===== src/bba_pkg.sv =====
// Shared types, constants and helper functions for the buddy block allocator.
// Used by bba_ctrl, bba_datapath, buddy_block_allocator_unit and the testbench; no dependencies.
package bba_pkg;

   // pool geometry, fixed by the 6-bit address fields
   localparam int ADDR_W     = 6;
   localparam int SIZE_W     = 7;
   localparam int ORDER_W    = 3;
   localparam int POOL_UNITS = 1 << ADDR_W;
   localparam int NUM_ORDERS = ADDR_W + 1;
   localparam logic [ORDER_W-1:0] POOL_ORDER = ORDER_W'(ADDR_W);

   // action codes
   localparam logic ACT_ALLOC = 1'b0;
   localparam logic ACT_FREE  = 1'b1;

   // datapath command codes
   typedef logic [2:0] op_type;
   localparam op_type OP_NONE   = 3'd0;
   localparam op_type OP_LOAD   = 3'd1;
   localparam op_type OP_DECODE = 3'd2;
   localparam op_type OP_SEARCH = 3'd3;
   localparam op_type OP_SPLIT  = 3'd4;
   localparam op_type OP_MERGE  = 3'd5;
   localparam op_type OP_RESP   = 3'd6;

   typedef logic [POOL_UNITS-1:0] row_type;

   typedef struct packed {
      op_type op;
   } cmd_type;

   typedef struct packed {
      logic action;      // ACT_FREE when the held item is a free
      logic oversize;    // decoded order is above the pool order
      logic hit;         // a free block exists in the current order
      logic k_eq_order;  // current order equals the request order
      logic at_top;      // current order is the pool order
      logic split_last;  // next split lands on the request order
      logic merge_go;    // buddy is free and top not reached
      logic rsp_free;    // output register can take a result
   } status_type;

   // log2 of the size rounded up to a power of two; size 0 gives 0
   function automatic logic [ORDER_W-1:0] order_of(input logic [SIZE_W-1:0] size);
      logic [ORDER_W-1:0] ord;
      ord = '0;
      for (int i = 0; i < SIZE_W; i++) begin
         if (size > SIZE_W'(1 << i)) begin
            ord = ORDER_W'(i + 1);
         end
      end
      return ord;
   endfunction

   // mask of the low 'order' address bits, all ones above the pool order
   function automatic logic [ADDR_W-1:0] low_mask(input logic [ORDER_W-1:0] order);
      logic [ADDR_W-1:0] m;
      m = '0;
      for (int i = 0; i < ADDR_W; i++) begin
         if (ORDER_W'(i) < order) begin
            m[i] = 1'b1;
         end
      end
      return m;
   endfunction

   // free bits that may start a block of the given order
   function automatic row_type align_mask(input logic [ORDER_W-1:0] order);
      row_type m;
      for (int i = 0; i < POOL_UNITS; i++) begin
         m[i] = ((ADDR_W'(i) & low_mask(order)) == '0);
      end
      return m;
   endfunction

endpackage


===== src/bba_ctrl.sv =====
// Sequencer of the buddy block allocator: walks decode, search, split or merge
// and response steps. Depends on bba_pkg for command and status types.
module bba_ctrl (
   input  logic                   clock,
   input  logic                   reset,
   input  logic                   req_tvalid,
   output logic                   req_tready,
   input  bba_pkg::status_type    status,
   output bba_pkg::cmd_type       cmd
);

   localparam logic [2:0] ST_IDLE   = 3'd0;
   localparam logic [2:0] ST_DECODE = 3'd1;
   localparam logic [2:0] ST_SEARCH = 3'd2;
   localparam logic [2:0] ST_SPLIT  = 3'd3;
   localparam logic [2:0] ST_MERGE  = 3'd4;
   localparam logic [2:0] ST_RESP   = 3'd5;

   logic [2:0] state_ff;
   logic [2:0] state_in;

   // next state and command
   always_comb begin
      state_in   = state_ff;
      cmd.op     = bba_pkg::OP_NONE;
      req_tready = 1'b0;
      unique case (state_ff)
         ST_IDLE: begin
            req_tready = 1'b1;
            if (req_tvalid) begin
               cmd.op   = bba_pkg::OP_LOAD;
               state_in = ST_DECODE;
            end
         end
         ST_DECODE: begin
            cmd.op = bba_pkg::OP_DECODE;
            priority if (status.oversize) begin
               state_in = ST_RESP;
            end else if (status.action == bba_pkg::ACT_FREE) begin
               state_in = ST_MERGE;
            end else begin
               state_in = ST_SEARCH;
            end
         end
         ST_SEARCH: begin
            cmd.op = bba_pkg::OP_SEARCH;
            priority if (status.hit) begin
               state_in = status.k_eq_order ? ST_RESP : ST_SPLIT;
            end else if (status.at_top) begin
               state_in = ST_RESP;
            end else begin
               state_in = ST_SEARCH;
            end
         end
         ST_SPLIT: begin
            cmd.op = bba_pkg::OP_SPLIT;
            if (status.split_last) begin
               state_in = ST_RESP;
            end
         end
         ST_MERGE: begin
            cmd.op = bba_pkg::OP_MERGE;
            if (!status.merge_go) begin
               state_in = ST_RESP;
            end
         end
         ST_RESP: begin
            if (status.rsp_free) begin
               cmd.op   = bba_pkg::OP_RESP;
               state_in = ST_IDLE;
            end
         end
         default: begin
            state_in = ST_IDLE;
         end
      endcase
   end

   // state register
   always_ff @(posedge clock) begin
      if (reset) begin
         state_ff <= ST_IDLE;
      end else begin
         state_ff <= state_in;
      end
   end

endmodule


===== src/bba_datapath.sv =====
// Datapath of the buddy block allocator: free map, item registers, order walk
// and output register. Depends on bba_pkg; driven by bba_ctrl commands.
module bba_datapath (
   input  logic                          clock,
   input  logic                          reset,
   input  bba_pkg::cmd_type              cmd,
   output bba_pkg::status_type           status,
   input  logic                          in_action,
   input  logic [bba_pkg::SIZE_W-1:0]    in_size,
   input  logic [bba_pkg::ADDR_W-1:0]    in_addr,
   input  logic                          rsp_tready,
   output logic                          rsp_valid,
   output logic                          rsp_status,
   output logic [bba_pkg::ADDR_W-1:0]    rsp_addr,
   output logic [bba_pkg::ORDER_W-1:0]   rsp_order
);

   bba_pkg::row_type                 free_map_ff [bba_pkg::NUM_ORDERS];
   bba_pkg::row_type                 free_map_in [bba_pkg::NUM_ORDERS];
   logic                             action_ff, action_in;
   logic [bba_pkg::SIZE_W-1:0]       size_ff, size_in;
   logic [bba_pkg::ADDR_W-1:0]       addr_ff, addr_in;
   logic [bba_pkg::ORDER_W-1:0]      order_ff, order_in;
   logic [bba_pkg::ORDER_W-1:0]      k_ff, k_in;
   logic                             nospace_ff, nospace_in;
   logic                             rsp_valid_ff, rsp_valid_in;
   logic                             rsp_status_ff, rsp_status_in;
   logic [bba_pkg::ADDR_W-1:0]       rsp_addr_ff, rsp_addr_in;
   logic [bba_pkg::ORDER_W-1:0]      rsp_order_ff, rsp_order_in;

   logic [bba_pkg::ORDER_W-1:0]      dec_order;
   bba_pkg::row_type                 row_k;
   bba_pkg::row_type                 cand;
   logic                             hit;
   logic [bba_pkg::ADDR_W-1:0]       low_idx;
   logic [bba_pkg::ADDR_W-1:0]       k_bit;
   logic [bba_pkg::ADDR_W-1:0]       buddy_addr;
   logic [bba_pkg::ADDR_W-1:0]       half_addr;
   logic                             merge_go;
   logic [bba_pkg::ORDER_W-1:0]      k_dn;

   // per-order lookups on the current row
   always_comb begin
      dec_order  = bba_pkg::order_of(size_ff);
      row_k      = free_map_ff[k_ff];
      cand       = row_k & bba_pkg::align_mask(k_ff);
      hit        = |cand;
      low_idx    = '0;
      for (int i = bba_pkg::POOL_UNITS - 1; i >= 0; i--) begin
         if (cand[i]) begin
            low_idx = bba_pkg::ADDR_W'(i);
         end
      end
      k_dn       = k_ff - 3'd1;
      k_bit      = bba_pkg::ADDR_W'(1) << k_ff;
      buddy_addr = addr_ff ^ k_bit;
      half_addr  = addr_ff | (bba_pkg::ADDR_W'(1) << k_dn);
      merge_go   = (k_ff != bba_pkg::POOL_ORDER) && row_k[buddy_addr];
   end

   // status toward the sequencer
   always_comb begin
      status.action     = action_ff;
      status.oversize   = (dec_order > bba_pkg::POOL_ORDER);
      status.hit        = hit;
      status.k_eq_order = (k_ff == order_ff);
      status.at_top     = (k_ff == bba_pkg::POOL_ORDER);
      status.split_last = (k_dn == order_ff);
      status.merge_go   = merge_go;
      status.rsp_free   = !rsp_valid_ff || rsp_tready;
   end

   // next values per command
   always_comb begin
      free_map_in   = free_map_ff;
      action_in     = action_ff;
      size_in       = size_ff;
      addr_in       = addr_ff;
      order_in      = order_ff;
      k_in          = k_ff;
      nospace_in    = nospace_ff;
      rsp_status_in = rsp_status_ff;
      rsp_addr_in   = rsp_addr_ff;
      rsp_order_in  = rsp_order_ff;
      rsp_valid_in  = rsp_valid_ff && !rsp_tready;
      unique case (cmd.op)
         bba_pkg::OP_NONE: begin
         end
         bba_pkg::OP_LOAD: begin
            action_in  = in_action;
            size_in    = in_size;
            addr_in    = in_addr;
            nospace_in = 1'b0;
         end
         bba_pkg::OP_DECODE: begin
            order_in   = dec_order;
            k_in       = dec_order;
            addr_in    = addr_ff & ~bba_pkg::low_mask(dec_order);
            nospace_in = (action_ff == bba_pkg::ACT_ALLOC) &&
                         (dec_order > bba_pkg::POOL_ORDER);
         end
         bba_pkg::OP_SEARCH: begin
            // take the lowest free block, move up one order, or flag no space at the top order
            priority if (hit) begin
               free_map_in[k_ff][low_idx] = 1'b0;
               addr_in = low_idx;
            end else if (k_ff == bba_pkg::POOL_ORDER) begin
               nospace_in = 1'b1;
            end else begin
               k_in = k_ff + 3'd1;
            end
         end
         bba_pkg::OP_SPLIT: begin
            // free the upper half, keep the lower half
            free_map_in[k_dn][half_addr] = 1'b1;
            k_in = k_dn;
         end
         bba_pkg::OP_MERGE: begin
            if (merge_go) begin
               free_map_in[k_ff][buddy_addr] = 1'b0;
               addr_in = addr_ff & ~k_bit;
               k_in    = k_ff + 3'd1;
            end else begin
               free_map_in[k_ff][addr_ff] = 1'b1;
            end
         end
         bba_pkg::OP_RESP: begin
            rsp_valid_in  = 1'b1;
            rsp_status_in = nospace_ff;
            rsp_addr_in   = ((action_ff == bba_pkg::ACT_ALLOC) && !nospace_ff) ?
                            addr_ff : '0;
            rsp_order_in  = order_ff;
         end
         default: begin
         end
      endcase
   end

   // control and free map registers
   always_ff @(posedge clock) begin
      if (reset) begin
         for (int r = 0; r < bba_pkg::NUM_ORDERS; r++) begin
            free_map_ff[r] <= '0;
         end
         free_map_ff[bba_pkg::POOL_ORDER][0] <= 1'b1;
         rsp_valid_ff <= 1'b0;
      end else begin
         free_map_ff  <= free_map_in;
         rsp_valid_ff <= rsp_valid_in;
      end
   end

   // payload registers
   always_ff @(posedge clock) begin
      action_ff     <= action_in;
      size_ff       <= size_in;
      addr_ff       <= addr_in;
      order_ff      <= order_in;
      k_ff          <= k_in;
      nospace_ff    <= nospace_in;
      rsp_status_ff <= rsp_status_in;
      rsp_addr_ff   <= rsp_addr_in;
      rsp_order_ff  <= rsp_order_in;
   end

   assign rsp_valid  = rsp_valid_ff;
   assign rsp_status = rsp_status_ff;
   assign rsp_addr   = rsp_addr_ff;
   assign rsp_order  = rsp_order_ff;

endmodule


===== src/buddy_block_allocator_unit.sv =====
// Buddy block allocator over a 64-unit pool, orders 0 to 6; one item at a time.
// Each request takes a decode step, then a search up the orders from the request order
// and a split for each order back down to it, or a merge step for each order until the
// buddy is busy or the top is reached, then a load of the output register; an oversized
// request skips the walk. req_tready returns as the result is loaded, so no request is
// taken while an item is in flight; the load waits on rsp_tready for the last result.
// Reset: only the whole pool is free, output register empty, sequencer idle.
module buddy_block_allocator_unit (
   input  logic        clock,
   input  logic        reset,
   input  logic        req_tvalid,
   output logic        req_tready,
   input  logic [15:0] req_tdata,   // [6:0] request_size, [12:7] block_address, [15:13] zero
   input  logic        req_tuser,   // [0] action
   output logic        rsp_tvalid,
   input  logic        rsp_tready,
   output logic [15:0] rsp_tdata,   // [5:0] granted_address, [8:6] granted_order, [15:9] zero
   output logic        rsp_tuser    // [0] status
);

   bba_pkg::cmd_type                cmd;
   bba_pkg::status_type             status;
   logic [bba_pkg::ADDR_W-1:0]      rsp_addr;
   logic [bba_pkg::ORDER_W-1:0]     rsp_order;

   bba_ctrl u_ctrl (
      .clock      (clock),
      .reset      (reset),
      .req_tvalid (req_tvalid),
      .req_tready (req_tready),
      .status     (status),
      .cmd        (cmd)
   );

   bba_datapath u_datapath (
      .clock      (clock),
      .reset      (reset),
      .cmd        (cmd),
      .status     (status),
      .in_action  (req_tuser),
      .in_size    (req_tdata[6:0]),
      .in_addr    (req_tdata[12:7]),
      .rsp_tready (rsp_tready),
      .rsp_valid  (rsp_tvalid),
      .rsp_status (rsp_tuser),
      .rsp_addr   (rsp_addr),
      .rsp_order  (rsp_order)
   );

   // pack the result
   assign rsp_tdata = {7'd0, rsp_order, rsp_addr};

`ifndef SYNTHESIS
   // one item in flight: no request right after a transfer
   a_one_in_flight: assert property (@(posedge clock) disable iff (reset)
      (req_tvalid && req_tready) |=> !req_tready)
      else $error("request taken while an item is in flight");

   // a no-space result carries address zero
   a_nospace_addr: assert property (@(posedge clock) disable iff (reset)
      (rsp_tvalid && rsp_tuser) |-> (rsp_tdata[5:0] == '0))
      else $error("no-space result with nonzero address");

   // a granted block is aligned to its order
   a_aligned: assert property (@(posedge clock) disable iff (reset)
      rsp_tvalid |-> ((rsp_tdata[5:0] & bba_pkg::low_mask(rsp_tdata[8:6])) == '0))
      else $error("granted address not aligned to its order");
`endif

endmodule


===== config.mk =====
export PLATFORM = sky130hd
export DESIGN_NAME = buddy_block_allocator_unit
export DESIGN_NICKNAME = d
export VERILOG_FILES = /design/src/bba_pkg.sv /design/src/bba_ctrl.sv /design/src/bba_datapath.sv /design/src/buddy_block_allocator_unit.sv
export SDC_FILE = /design/constraint.sdc
export NUM_CORES = 2
export LEC_CHECK = 0
export BUFFER_PORTS_ARGS = -buffer_cell sky130_fd_sc_hd__clkbuf_2
export CORE_MARGIN = 4
export CORE_UTILIZATION = 45
export DETAILED_ROUTE_END_ITERATION = 16
export PLACE_DENSITY = 0.61
export SLEW_MARGIN = 20
export SYNTH_ARGS = -nofsm -noshare
export SYNTH_HDL_FRONTEND = slang
export SYNTH_SLANG_ARGS = --single-unit

===== constraint.sdc =====
create_clock -name clock -period 4.65 [get_ports clock]
set_clock_uncertainty 0.15 [all_clocks]
set_input_delay 1.1625 -clock clock [delete_from_list [all_inputs] [get_ports clock]]
set_output_delay 1.1625 -clock clock [all_outputs]
set_load 0.005 [all_outputs]

# Word level (Yosys, flattened, before mapping)
# Index checks and enable logic that the tools add are counted.
[word_totals]
register_bits = 483
input_bits = 21
output_inout_bits = 19
word_cells = 320
[op_classes]
addsub = 2
order_cmp = 32
n_eq_ne = 24
n_shift = 2
mux = 138
bitwise = 16
reduce_logical = 88
[ops]
columns = ["op", "count"]
rows = [
  ["448-bit one-hot mux with 3 select lines", 1],
  ["448-bit bitwise AND", 2],
  ["448-bit two-way mux", 2],
  ["448-bit NOT", 2],
  ["448-bit OR", 2],
  ["64-bit demux with 3-bit select", 4],
  ["6-bit two-way mux", 66],
  ["64-bit two-way mux", 6],
  ["6-bit logical NOT", 63],
  ["64-bit binary-select mux with 3-bit select", 1],
  ["64-bit bitwise AND", 1],
  ["64-bit OR reduction", 1],
  ["3-bit two-way mux", 19],
  ["3-bit one-hot mux with 6 select lines", 2],
  ["1-bit two-way mux", 29],
  ["6-bit by 7-bit less-than comparator with 1-bit output, second input constant", 4],
  ["1-bit demux with 6-bit select", 4],
  ["6-bit by 1-bit >= comparator with 1-bit output, second input constant", 4],
  ["6-bit one-hot mux with 4 select lines", 1],
  ["3-bit equality test, second input constant", 6],
  ["2-bit != test, second input constant", 7],
  ["6-bit bitwise AND", 2],
  ["3-bit by 2-bit equality test with 1-bit output, second input constant", 4],
  ["1-bit by 3-bit less-than comparator with 1-bit output, first input constant", 4],
  ["36 further kinds", 65],
]

# Longest topological paths before layout
[depth]
depth_word = 79
depth_mapped = 23
mapped_depth_nobuf = 12

# By module
# Synthesis repeated with hierarchy kept, for this count alone.
[unflattened]
hier_cells = 5086
hier_area_um2 = 35303.9
[by_module_without_submodules]
columns = ["mod", "instances", "cells_each", "area_each_um2", "seq_area_each_um2"]
rows = [
  ["bba_datapath", 1, 5040, 34959.8, 9919.5],
  ["bba_ctrl", 1, 38, 287.8, 60.1],
  ["buddy_block_allocator_unit", 1, 8, 56.3, 0.0],
]

# Worst setup path before layout
# No wires, ideal clock.
[synth_path]
path_type = "flip-flop to flip-flop"
start = "register u_datapath.k_ff[0] in the netlist's numbering"
end = "register u_datapath.addr_ff[0] in the netlist's numbering, enable pin"
setup_ns = 0.368
arrival_ns = 4.279
required_ns = 4.132
path_slack_ns = -0.147
stages_incl_launch_ff = 22
n_path_buf = 9
synth_period_minus_slack_ns = 4.797
path_cell_list = "edfxtp_1 > buf_6 > buf_6 > inv_1 > buf_2 > buf_2 > ha_1 > buf_4 > nor2b_1 > xor2_1 > clkbuf_1 > nor2_2 > o21ai_0 > o2111ai_1 > o31a_1 > or4b_1 > buf_2 > nor2_1 > buf_2 > buf_2 > nand3_1 > o211ai_1"
[synth_between]
elab_chain_cells = 9
word_cells_on_any_way = 90
cone_classes = "6 x order compare; 3 x eq/ne; 1 x shift; 11 x mux; 3 x bitwise; 66 x reduce/logical"
[synth_lines]
columns = ["item", "line", "text"]
rows = [
  ["start: declaration", "bba_datapath.sv:24", "logic [bba_pkg::ORDER_W-1:0] k_ff, k_in;"],
  ["start signal: assignment", "bba_datapath.sv:159", "k_ff <= k_in;"],
  ["3-bit NOT with 4-bit output (not written as such)", "bba_datapath.sv:45", "row_k = free_map_ff[k_ff];"],
  ["64-bit binary-select mux with 3-bit select", "bba_datapath.sv:45", ""],
  ["64-bit two-way mux (not written as such) (2 in a row)", "bba_datapath.sv:45", ""],
  ["1-bit binary-select mux with 6-bit select", "bba_datapath.sv:58", "merge_go = (k_ff != bba_pkg::POOL_ORDER) && row_k[buddy_addr];"],
  ["1-bit two-way mux (not written as such)", "bba_datapath.sv:58", ""],
  ["1-bit logical AND", "bba_datapath.sv:58", ""],
  ["2-bit by 1-bit != test with 1-bit output (no source line)", "--", ""],
  ["3-bit AND reduction (no source line) *", "--", ""],
  ["end signal: assignment", "bba_datapath.sv:157", "addr_ff <= addr_in;"],
  ["end: declaration", "bba_datapath.sv:22", "logic [bba_pkg::ADDR_W-1:0] addr_ff, addr_in;"],
]
# Mark *: on every way between the ends. The rest lies on a longest branch, timed or not. The select of a mux whose other input is x is not followed.
# A chain may end at the register's enable or synchronous reset.

# Worst setup path in the final report
[layout_path]
start = "register u_datapath.k_ff[2] in the netlist's numbering"
end = "register u_datapath.free_map_ff[292] in the netlist's numbering"
[layout_between]
elab_chain_cells = 79
word_cells_on_any_way = 195
cone_classes = "1 x add/sub; 16 x order compare; 2 x eq/ne; 2 x shift; 92 x mux; 11 x bitwise; 71 x reduce/logical"
[layout_lines]
columns = ["item", "line", "text"]
rows = [
  ["parallel branches: the longest is 79 deep, another holds 1-bit by 3-bit less-than comparator with 1-bit output", "--", ""],
  ["end signal: assignment", "bba_datapath.sv:148", "free_map_ff <= free_map_in;"],
  ["end: declaration", "bba_datapath.sv:18", "bba_pkg::row_type free_map_ff [bba_pkg::NUM_ORDERS];"],
]
# Several ways; the timed one is not identified. The select of a mux whose other input is x is not followed.

==> results by group <==
Placed design
  • Gp weighted congestion: 1.11
  • DP HPWL: 161000 µm
  • Placed cell count: 6342
  • PortBufs: 29
  • Worst slack, placed: -0.0706 ns

Finish
  • Share of cells above drive strength 1: 0.189
  • Nets: 5297
  • Fillers: 8101
  • Reg area: 9980 µm²
  • Post-route insts no fill: 6453
  • Area added between synthesis and finish: 19.7%
  • Area of the multi-input gates: 25900 µm²

Synthesis
  • Area share of the largest cell type after synthesis: 0.237
  • Share of synthesized registers carrying an async set or reset: 0
  • Synth Register Bits: 483
  • Cells after Synth: 5026
  • Ranking of synthesized cells by area: dfxtp_1 (24%), a21oi_1 (7.8%), a211o_1 (7.6%)
  • Synth cell types: 111
  • Synth area leader: dfxtp_1
  • Most common cell in the netlist: a21oi_1
  • Post-Syn Area: 38200 µm²
  • Prevailing post-synth register cell: dfxtp_1
  • Sequential share of the synthesized area: 0.261
  • Top cells by count, synth: a21oi_1 (594), o21ai_0 (571), dfxtp_1 (452)
  • Post-synthesis average cell area: 7.59 µm²
  • Number of synthesized flops with an enable pin: 31
  • Synth warnings: 0

STA
  • Tcrit/Tclk final: 0.997
  • Max Fclk: 216 MHz
  • Setup violators final: 0
  • Fin crit period: 4.63 ns
  • Fin worst setup slack: 0.0158 ns
  • Slew HR: 0.154
  • Worst Max-Slew Pin Slew: 1.27 ns
  • Max-slew violation count: 0
  • TNS Setup: 0 ns
  • Fin. Hold Viols: 0
  • Setup repair after global routing missed its margin: true

Worst setup path
  • Critical setup path kind: reg2reg
  • Crit path top cell by count: buf_4
  • CP Launch Type: flop
  • CP Capture Type: flop
  • R2R setup slack: 0.02 ns
  • Critical Path AT: 5.05 ns
  • Slowest CP cell: edfxtp_1
  • Beginning of the critical path: u_datapath.k_ff[2]$_DFFE_PP_
  • Critical R2R Launch: u_datapath.k_ff[2]$_DFFE_PP_
  • CP Max Fanout: 32
  • Crit-path cells: buf_12, buf_4, o21ai_1, buf_4, a22oi_1, buf_4, nor2_1, nor4b_1, buf_4, a21oi_2, nand2_2, buf_4, o21ai_4, buf_4, o21ai_0, a31o_2
  • Buf/Inv on CP: 7
  • Worst flop-to-flop path endpoint: u_datapath.free_map_ff[292]$_SDFFE_PP0P_
  • Max stage delay on crit path: 0.45 ns
  • Critical Path RT: 5.06 ns
  • Worst Reg2Reg Path Length in Cells: 16
  • Delay-heaviest family, CP: buffers and inverters

Floorplanning
  • Io pins: 40
  • Die X: 299 µm
  • Core Footprint: 83800 µm²
  • Die Y: 299 µm
  • Starting Density: 0.455
  • Die area: 89500 µm²
  • # rows: 106

Routing
  • DRC Markers: 0
  • Detailed Routing Iterations Pass 1: 7
  • Via Count: 48700
  • Initial drt markers: 9250
  • Final wirelength: 231000 µm
  • Drt wl/cell: 35.7 µm
  • Vias per inst: 7.55
  • Final antenna-violating net count: 0

Pwr
  • Leak: 18.7 nW
  • Total power: 29.9 mW
  • Pwr Density: 654 nW/µm²
  • Maximum vdd drop: 0.873 mV

GRT
  • Total GRT Usage: 0.487
  • Number of global-route vias before repair: 43700
  • GRT met2 Usage: 0.690
  • Initial antenna violation count: 10
  • Largest net degree at the start of global routing: 142
  • Met1 GRT Util: 0.649
  • Met3 GRT Util: 0.153
  • Gr busiest metal: met2
  • First-pass GRT wire length: 323000 µm
  • Global route total overflow: 0

Worst hold path
  • Hold endpoint: u_datapath.rsp_order[0]$_DFFE_PP_
  • Worst hold start: u_datapath.order_ff[0]$_DFFE_PP_
  • Hold WC Path Type: reg2reg
  • Hold path depth: 0

Clocking
  • Root Buffer: clkbuf_16
  • Cts hold-fix bufs: 0
  • Clk sinks: 483
  • Clock transition at path regs: 0.06 ns
  • H-tree Lvls: 2
  • Clk Latency, worst-skew pair: 0.69 ns
  • CTS tree: done
  • Clock Tree Buf Depth: 3
  • Setup Fix Bufs, Post-CTS: 0
  • Total CTS buffers: 58

Job
  • Max_cap viols: 0

Status
  • Status: finished, final reports clean
-- cell usage in the layout, fill, tap and decap left out, types with 59 or more instances in the layout --
cell type and count:
o211ai_1 357, dfxtp_1 452, a22oi_1 82, a21oi_1 591, a31oi_1 72, and3_1 339
nor2_1 284, a211o_1 329, nand2_1 283, nand3_1 79, buf_12 79, clkbuf_16 59
o21ai_0 566, mux2i_1 69, buf_4 595
-- registers in the layout, summed over array words and instances, names as in the netlist, 3 cells and up --
name / flops
u_datapath.rsp_order: 3
u_ctrl.state_ff: 3
u_datapath.order_ff: 3
u_datapath.k_ff: 3
u_datapath.addr_ff: 6
u_datapath.rsp_addr: 6
u_datapath.free_map_ff: 448
u_datapath.size_ff: 7
-- worst max-delay path by stage --
| stage | end | slack [ns] | depth (start not counted) |
|---|---|---|---|
| after CTS | u_datapath.free_map_ff[395]$_SDFFE_PP0P_ | 0.003 | 17 |
| after global placement | u_datapath.free_map_ff[409]$_SDFFE_PP0P_ | -0.06 | 18 |
| after detailed placement | u_datapath.free_map_ff[409]$_SDFFE_PP0P_ | -0.07 | 18 |
| final | u_datapath.free_map_ff[292]$_SDFFE_PP0P_ | 0.02 | 16 |
| after global routing | u_datapath.free_map_ff[444]$_SDFFE_PP0P_ | -0.07 | 18 |
| after floorplan | u_datapath.addr_ff[0]$_DFFE_PP_ | 0.0004 | 22 |
-- metal layers --
layer	share of wire	wire length [µm]
met4	0.074	17100
met3	0.14	33000
met2	0.40	92100
met1	0.38	88300
met5	0.00021	48
-- per-stage QoR --
stage	utilization	area, µm²	hold WS (ns)
after CTS	0.543	45600	0.337
after floorplan	-	38200	0.297
after detailed placement	0.520	43500	0.325
after global routing	0.545	45700	0.353
final	0.545	45700	0.343
after global placement	0.520	43500	0.312
-- power breakdown --
group | total (mW) | internal (mW) | switching (mW)
Combinational | 19.3 | 6.41 | 12.9
Clock | 4.93 | 2.81 | 2.12
Sequential | 5.66 | 4.86 | 0.799
Total | 29.9 | 14.1 | 15.8
-- layout make-up --
type	count	share of cell area
tap	1134	0.0311
antenna	8	0.000438
clock buffer	82	0.0371
inverter	38	0.00329
clock inverter	21	0.00635
sequential	483	0.218
timing repair buffer	705	0.136
multi-input combinational	3982	0.567
-- timing repair --
item	in CTS	in global routing
gates resized for setup	6	24
pin swaps	0	2
endpoints found under the setup margin	160	426
-- cells by family (layout without fill, tap and decap cells) --
| group | Yosys count | in the layout | synth area share |
|---|---|---|---|
| AO/OA/AOI/OAI | 2526 | 2526 | 0.442 |
| AND/OR/NAND/NOR | 1272 | 1272 | 0.171 |
| buffers and inverters | 567 | 846 | 0.0699 |
| flip-flops | 483 | 483 | 0.261 |
| multiplexers | 147 | 147 | 0.0477 |
| XOR/XNOR | 22 | 22 | 0.00505 |
| adder cells (fa/ha/maj) | 8 | 8 | 0.00262 |
| other | 1 | 15 | 0.0000983 |
(Power assumes the default switching activity.)
